### src/rtl/rcg_dly.sv
// sideband delay line, keeps valid and flags aligned with the datapath
// no dependencies
`timescale 1ns / 1ps

module rcg_dly #(
    parameter int W = 8,
    parameter int N = 4
) (
    input  logic         i_clk,
    input  logic         i_rst_n,
    input  logic         i_en,
    input  logic [W-1:0] i_d,
    output logic [W-1:0] o_q
);

    logic [W-1:0] r_sh [0:N-1];

    always_ff @(posedge i_clk) begin
        if (!i_rst_n) begin
            for (int k = 0; k < N; k++) begin
                r_sh[k] <= '0;
            end
        end else if (i_en) begin
            r_sh[0] <= i_d;
            for (int k = 1; k < N; k++) begin
                r_sh[k] <= r_sh[k-1];
            end
        end
    end

    assign o_q = r_sh[N-1];

endmodule

### config.mk
export PLATFORM = sky130hd
export DESIGN_NAME = rcg_dly
export DESIGN_NICKNAME = d
export VERILOG_FILES = /design/src/rtl/rcg_dly.sv
export SDC_FILE = /design/constraint.sdc
export NUM_CORES = 1
export LEC_CHECK = 0
export BUFFER_PORTS_ARGS = -buffer_cell sky130_fd_sc_hd__clkbuf_2
export CORE_MARGIN = 2
export CORE_UTILIZATION = 50
export DETAILED_ROUTE_END_ITERATION = 16
export PLACE_DENSITY = 0.69
export SLEW_MARGIN = 20
export SYNTH_ARGS = -nofsm -noshare
export SYNTH_HDL_FRONTEND = slang
export SYNTH_SLANG_ARGS = --single-unit
### constraint.sdc
create_clock -name i_clk -period 4.45 [get_ports i_clk]
set_input_delay 0.89 -clock i_clk [delete_from_list [all_inputs] [get_ports i_clk]]
set_output_delay 0.89 -clock i_clk [all_outputs]
set_load 0.02 [all_outputs]
==> results.json <==
{
  "drv_slew": 0,
  "regMostFlops": "r_sh",
  "h-tree-depth": 2,
  "tightestPinTransition_ps": 443,
  "power.static_leakage_uw": 0.000634,
  "fillers": 184,
  "hold_violations": 0,
  "drive_gt1_share_pct": 60.9,
  "start_util_pct": 51.4,
  "multi_input_area_sq_um": 248,
  "cts_num_sinks": 32,
  "pwr-share-comb_pct": 6.4,
  "via_per_inst": 5.23,
  "fmax_mhz": 489,
  "synth_top_area_share_pct": 77.6,
  "place.gp.congestion": 0.589,
  "final_nets": 102,
  "cts_resized": 0,
  "crit_fanout": 33,
  "dr.pass1.iters": 4,
  "postCtsSetupRepairBufs": 0,
  "vdd_drop_max_mv": 0.206,
  "utilization_pct": 57.8,
  "maxSlewHeadroom_pct": 70.4,
  "ys_seq_area_share_pct": 77.6,
  "die_area_sq_mm": 0.00289,
  "power_density_mw_per_mm2": 386,
  "swShare_pct": 20.7,
  "cts_buffer_depth": 2,
  "cp_cell_sequence": "clkbuf_2 > or2b_1 > buf_4",
  "synth_seq_cells": 32,
  "dp_slack_ps": 2020,
  "track_usage_pct": 14.3,
  "grt_max_degree": 34,
  "numCtsBuffers": 5,
  "seqCellArea_sq_um": 961,
  "synth_area_leaders": "edfxtp_1 78%, and3_2 19%, buf_2 1.2%, clkbuf_2 1.2%, or2b_1 0.61%",
  "critical_path_buf_inv_count": 2,
  "yosys_warnings": 0,
  "synth_area_leader_cell": "edfxtp_1",
  "path_clk_slew_ps": 90,
  "arrival_ps": 2050,
  "port_buffers": 18,
  "synth_area_sq_mm": 0.00124,
  "synth_fp_nets": 82,
  "drt-total-wl_um": 1590,
  "area_delta_synth_final_pct": 12.4,
  "cp.required_ps": 4450,
  "via_count": 638,
  "placed_cells": 114,
  "top_regs": "r_sh: 32 flops",
  "synth_cells": 71,
  "drtIter0Drc": 10,
  "cts-root-buf": "clkbuf_4",
  "cts_tree": "done",
  "switchingPower_uw": 111,
  "status": "complete, no violations",
  "ctsHoldBuffers": 0,
  "crit_family": "buffers and inverters",
  "fin_crit_sh_pct": 45.9,
  "diodes": 0,
  "rsz0062_at_grt": "no",
  "drtAntennaViolNets": 0,
  "critical_path_class": "input port to flop",
  "finalNonFillerCells": 122,
  "io_pins": 19,
  "synth_area_per_cell_sq_um": 17.4,
  "r2r_slack_ps": 3620,
  "worstSetupStartpointType": "input port",
  "final_cell_mix": "32 x and3_2, 32 x edfxtp_1, 18 x clkbuf_2",
  "dieHeight_um": 53.8,
  "design.core.area_sq_mm": 0.00241,
  "skew_ps": 4.79,
  "largest_reg_flops": 32,
  "fin_setup_tns_ps": 0,
  "share_seq_of_total_power_pct": 66.3,
  "rows": 18,
  "cap_violations": 0,
  "internal_power_uw": 427,
  "cpMaxStageDelayCell": "or2b_1",
  "hold_path.class": "flop to flop",
  "setup_ws_ps": 2410,
  "drc": 0,
  "gr-total-overflow": 0,
  "clock_power_share_pct": 27.3,
  "fin_crit_ps": 2040,
  "critPathCaptureType": "flop",
  "grt_pass1_vias": 681,
  "antenna_found_initial": 0,
  "clkLatencyLatePin_ps": 310,
  "setup_violations": 0,
  "synth_cell_type_count": 5,
  "slowest_delay_ps": 490,
  "dieWidth_um": 53.8,
  "routedWlPerCell_um": 13.0,
  "grt_pass1_wl_um": 2750
}
==> synthesized netlist by cell type <==
cell and n:
and3_2 32, edfxtp_1 32, buf_2 3, clkbuf_2 3, or2b_1 1
==> path summary, 6_finish.rpt <==
| kind | cells past startpoint | startpoint | to |
|---|---|---|---|
| hold reg to reg | 1 | r_sh[0][4] | r_sh[1][4] |
| hold / removal | 1 | r_sh[0][4] | r_sh[1][4] |
| setup / recovery | 3 | i_rst_n | r_sh[2][7] |
| setup reg to reg | 1 | r_sh[2][6] | r_sh[3][6] |
==> routing by layer <==
| layer | up-vias | part of all wire [%] | track usage, % |
|---|---|---|---|
| met4 | 0 | 2.6 | 10.3 |
| met5 | - | 0 | 0 |
| li1 | 311 | - | - |
| met2 | 24 | 49 | 23.4 |
| met1 | 296 | 41 | 14.6 |
| met3 | 7 | 7.3 | 6.11 |
==> layout make-up <==
type | instances | share of cell area, %
multi-input combinational | 33 | 17.8
clock buffer | 7 | 3.23
sequential | 32 | 69.0
clock inverter | 1 | 0.270
tap | 30 | 2.70
timing repair buffer | 19 | 7.01
==> power groups by stage <==
stage                     Sequential, uW  Clock (uW)  Combinational [uW]
after global placement               363           0                33.7
after CTS                            357         153                35.3
final                                357         147                34.3
after detailed placement             364           0                35.2
after global routing                 359         164                38.9
after floorplan                      369           0                17.6
==> cells by family (layout without fill, tap and decap cells) <==
| logic type | after synthesis | after routing | synth area share (%) |
|---|---|---|---|
| DFF | 32 | 32 | 77.6 |
| buffers and inverters | 6 | 27 | 2.42 |
| and+or+nand+nor | 33 | 33 | 20.0 |
==> per-stage QoR <==
stage | hold WS [ps] | total power, uW | cell area (sq um)
final | 582 | 538 | 1390
after global routing | 604 | 562 | 1390
after CTS | 582 | 545 | 1390
after detailed placement | 564 | 399 | 1340
after global placement | 557 | 396 | 1340
after floorplan | 555 | 386 | 1240
(Power assumes the default switching activity.)
