--- src/rtl/rcg_div.sv ---
// pipelined signed divide of (x * 4096) by a 17-bit divisor, truncating
// one restoring quotient bit per stage, sign applied in the last stage
`timescale 1ns / 1ps

module rcg_div #(
    parameter int F = 16
) (
    input  logic                i_clk,
    input  logic                i_en,
    input  logic signed [F+13:0] i_x,
    input  logic [16:0]         i_d,
    output logic signed [F+13:0] o_q
);

    localparam int XW = F + 14;
    localparam int QB = F + 13;

    logic [XW-1:0]        n_mag;
    logic [16:0]          r_rem [0:QB];
    logic [QB-1:0]        r_low [0:QB];
    logic [16:0]          r_dv  [0:QB];
    logic                 r_neg [0:QB];
    logic signed [XW-1:0] r_q;

    assign n_mag = i_x[XW-1] ? XW'(-i_x) : XW'(i_x);

    always_ff @(posedge i_clk) begin
        if (i_en) begin
            r_rem[0] <= 17'(n_mag[XW-1:F+1]);
            r_low[0] <= {n_mag[F:0], 12'd0};
            r_dv[0]  <= i_d;
            r_neg[0] <= i_x[XW-1];
        end
    end

    for (genvar j = 0; j < QB; j++) begin : g_step
        logic [17:0] t;
        logic        ge;
        assign t  = {r_rem[j], r_low[j][QB-1]};
        assign ge = t >= {1'b0, r_dv[j]};
        always_ff @(posedge i_clk) begin
            if (i_en) begin
                r_rem[j+1] <= ge ? 17'(t - {1'b0, r_dv[j]}) : t[16:0];
                r_low[j+1] <= {r_low[j][QB-2:0], ge};
                r_dv[j+1]  <= r_dv[j];
                r_neg[j+1] <= r_neg[j];
            end
        end
    end

    always_ff @(posedge i_clk) begin
        if (i_en) begin
            r_q <= r_neg[QB] ? -$signed({1'b0, r_low[QB]}) : $signed({1'b0, r_low[QB]});
        end
    end

    assign o_q = r_q;

endmodule

--- config.mk ---
export PLATFORM = sky130hd
export DESIGN_NAME = rcg_div
export DESIGN_NICKNAME = d
export VERILOG_FILES = /design/src/rtl/rcg_div.sv
export SDC_FILE = /design/constraint.sdc
export NUM_CORES = 2
export LEC_CHECK = 0
export BUFFER_PORTS_ARGS = -buffer_cell sky130_fd_sc_hd__buf_2
export CAP_MARGIN = 10
export CORE_MARGIN = 4
export CORE_UTILIZATION = 55
export CTS_CLUSTER_DIAMETER = 200
export DETAILED_ROUTE_END_ITERATION = 7
export GPL_ROUTABILITY_DRIVEN = 0
export PLACE_DENSITY = 0.7
export REMOVE_ABC_BUFFERS = 1
export SETUP_SLACK_MARGIN = 0.15
export SYNTH_ARGS = -nofsm -noshare
export SYNTH_HDL_FRONTEND = slang
export SYNTH_SLANG_ARGS = --single-unit
--- constraint.sdc ---
create_clock -name i_clk -period 3.2 [get_ports i_clk]
set_input_delay 0.16 -clock i_clk [delete_from_list [all_inputs] [get_ports i_clk]]
set_output_delay 0.16 -clock i_clk [all_outputs]
set_load 0.02 [all_outputs]
==> impl_results.md <==
- Hold Slack: between 0.08 and 0.09 ns
- Layout Area Growth over Synthesis: 12.9%
- Synth Area per Inst: between 10 and 15 sq um
- Seq cells post-synth: 1,630
- Final core utilization: 62.5%
- Post-Route WL: 154,000 um
- Top post-synthesis cells by area: edfxtp_1 61%, ha_1 7.7%, mux2_2 3.5%
- Clk pin slew, worst setup/hold paths: 0.06 ns
- GR peak layer: met2
- Net count, final: slightly above 7,000
- Gate Count Post-Synth: a little over 6,000
- Setup TNS Final: 0 ns
- Worst Setup End Kind: flop
- Max_slew headroom: between 20 and 30%
- Worst path slowest cell: dlygate4sd3_1
- Final Hold Fails: 0
- Share of the synthesized area in the top cell type: ~61%
- Worst-path maximum fanout: 4
- Final HPWL DP: approximately 110,000 um
- Final setup viols: 0
- Die Height: approximately 390 um
- CTS tree: built
- Die ar.: around 150,000 sq um
- Iteration-0 DRC Markers: 3,309
- Core ar.: around 140,000 sq um
- First-pass GRT wire length: roughly 250,000 um
- Crit path arrival time: between 3 and 4 ns
- Post-synth top flop: edfxtp_1
- Clock latency on the worst-skew pair: roughly 0.79 ns
- Number of diodes: 0
- Status: complete, no violations
- Via count: slightly below 50,000
- Initial core utilization: a little under three fifths
- GRT Total Usage: approximately a fifth
- RSZ-0062 raised after global routing: true
- Largest net degree at the start of global routing: roughly 140
- Top-count cell post-synth: edfxtp_1
- Num CTS Buffers: roughly 170
- Fmax: about 330 MHz
- # H-tree levels: 4
- Final std cells w/o fill: roughly 8,500
- Clk sinks: roughly 1,600
- Seq/Total Area, Yosys: 61.4%
- Post-route ant nets: 0
- Cell leakage power: 35.7 nW
- CP bufs+invs: 3
- TritonRoute pass-1 iters: 8
- Avg WL per Cell: 18.0 um
- Longest Clk Path Bufs: 3
- FP Rows: around 140
- Hold crit path type: in -> reg
- EDFF count, synth: 1,630
- Peak VDD IR: 0.000476 V
- Final period utilization: 96.1%
- Sw Share: roughly 33%
- CP delay by family, top: simple AND/OR/NAND/NOR gates
- Part of the power in registers: between 30% and 40%
- Cells after DPL: just over 8,000
- Tmin final: 3.07 ns
- CP Launch Type: input pin
- Fillers: roughly 11,000
- Crit path largest cell delay: approximately 0.58 ns
- Cell Area, Synth: roughly 80,000 sq um
- PortBufs: between 70 and 80
- Clock power share: roughly 23%
- Met1 Track Usage GR: between 20% and 30%
- Max Cap Violations: 0
- Switching Power: about 28 mW
- Post-route setup slack: 0.126 ns
- IO Pins: 79
- Layout cells sized above 1: between 10% and 20%
- Netlist cell types: just under 80
- Area leader, netlist: edfxtp_1
- Combinational Power Share: between 30% and 40%
- Root Buffer: clkbuf_16
- WP data required: roughly 3.7 ns
- Die X-Extent: roughly 390 um
- YS warnings: 0
- Cells along the critical path: dlygate4sd3_1 > buf_2 > or4_4 > or3_1 > or4_1 > nor3_2 > a21boi_0 > xor2_1 > dlygate4sd3_1
- GRT met3 Usage: 2.94%
- Synth cell count leaders: 1,630 x edfxtp_1, 627 x inv_1, 491 x ha_1
- Initial antenna violation count: 1
- Vias in the first global route: just under 50,000
- GR Util met2: about a third
- Via density: roughly 5.7
- Pint: roughly 56 mW
- Post-synth ARST share: 0%
- Final Slew Violations: 0
- GR Overflow Total: 0
- Worst-margin pin slew: roughly 1.1 ns
- Worst Setup Path Type: in -> reg
- Clk_skew: ~0.039 ns
- Pre-CTS WS: about 0.05 ns
- Number of remaining DRC errors: 0
- PwrDens: 930 nW/um^2
- Critical path's most frequent cell: dlygate4sd3_1
-- state kept, by name, summed over array words and instances (netlist names) --
name	flops
o_q	30
r_dv	493
r_low	588
r_neg	30
r_rem	489
-- kinds of logic (layout without fill, tap and decap cells) --
kind of cell	count (synthesis)	count (layout)	share of synthesized area [%]
buf+inv	706	1219	3.35
xor+xnor	374	374	4.11
mux	267	267	3.74
simple gates	1198	1198	7.18
fa+ha+maj	519	519	8.41
flops	1630	1630	61.4
compound gates	1429	1429	11.8
-- repair_timing --
action                     in CTS  in global routing
gates cloned                    0                  2
hold buffers                   72                  0
setup endpoints to repair      65                259
buffers inserted                6                  6
gates resized for setup         5                 64
hold endpoints to repair       92                  0
pin swaps                       2                 10
-- area by class of cell --
cell class | instances | area, sq um | area share (%)
sequential | 1630 | 48900 | 54.4
multi-input combinational | 3787 | 28400 | 31.5
clock buffer | 202 | 4400 | 4.89
timing repair buffer | 286 | 2560 | 2.85
tap | 1903 | 2380 | 2.65
inverter | 627 | 2350 | 2.62
clock inverter | 104 | 957 | 1.06
-- stage by stage --
step,instance area (sq um),power [mW]
finish,90000,83.7
global route,90000,89.1
CTS,89600,83.7
detailed placement,83500,64.3
global placement,83500,63.5
floorplan,79400,55.6
-- cells in the final DEF (no fill, tap or decap), types with 100 or more instances in the layout --
master	Yosys	layout
mux2_2	245	245
inv_1	627	625
a21oi_1	392	382
clkbuf_16	0	173
a21o_1	224	224
xnor2_1	246	246
edfxtp_1	1630	1630
buf_4	0	100
o21ai_0	278	266
nor2_1	357	357
nand2_1	320	320
ha_1	491	488
xor2_1	128	128
-- worst register-to-register path, delay by kind of cell, from the launching register on --
kind | cells | cell delay [ns]
AO/OA/AOI/OAI | 4 | 0.82
adder cells (fa/ha/maj) | 2 | 0.64
buffers and inverters | 2 | 0.30
flip-flops | 1 | 0.47
multiplexers | 1 | 0.36
AND/OR/NAND/NOR | 1 | 0.14
-- power groups by stage --
stage / Clock, mW / Combinational [mW] / Sequential [mW]
2_1_floorplan: 0 / 24.1 / 31.5
3_3_place_gp: 0 / 30.7 / 32.8
3_5_place_dp: 0 / 31.5 / 32.8
4_1_cts: 19.3 / 32.0 / 32.5
5_1_grt: 20.3 / 36.0 / 32.8
6_report: 18.8 / 32.4 / 32.4
-- worst paths after layout --
check | endpoint | cells past startpoint | start | slack, ns
hold / removal | r_dv[0][8]$_DFFE_PP_ | 2 | i_d[8] | 0.08
setup reg to reg | r_rem[11][1]$_DFFE_PP_ | 10 | r_dv[10][0]$_DFFE_PP_ | 0.21
hold reg to reg | r_low[12][25]$_DFFE_PP_ | 0 | r_low[11][24]$_DFFE_PP_ | 0.41
setup / recovery | r_rem[0][11]$_DFFE_PP_ | 9 | i_x[8] | 0.13
-- per-layer routing --
layer / share of wire (%) / vias up / wire length, um
li1: - / 23574 / -
met4: 3.1 / 0 / 4740
met5: 0 / - / 0
met3: 4.5 / 311 / 6900
met2: 49 / 1159 / 75500
met1: 43 / 23325 / 66700
No activity file was read; power rests on OpenSTA's default activity.
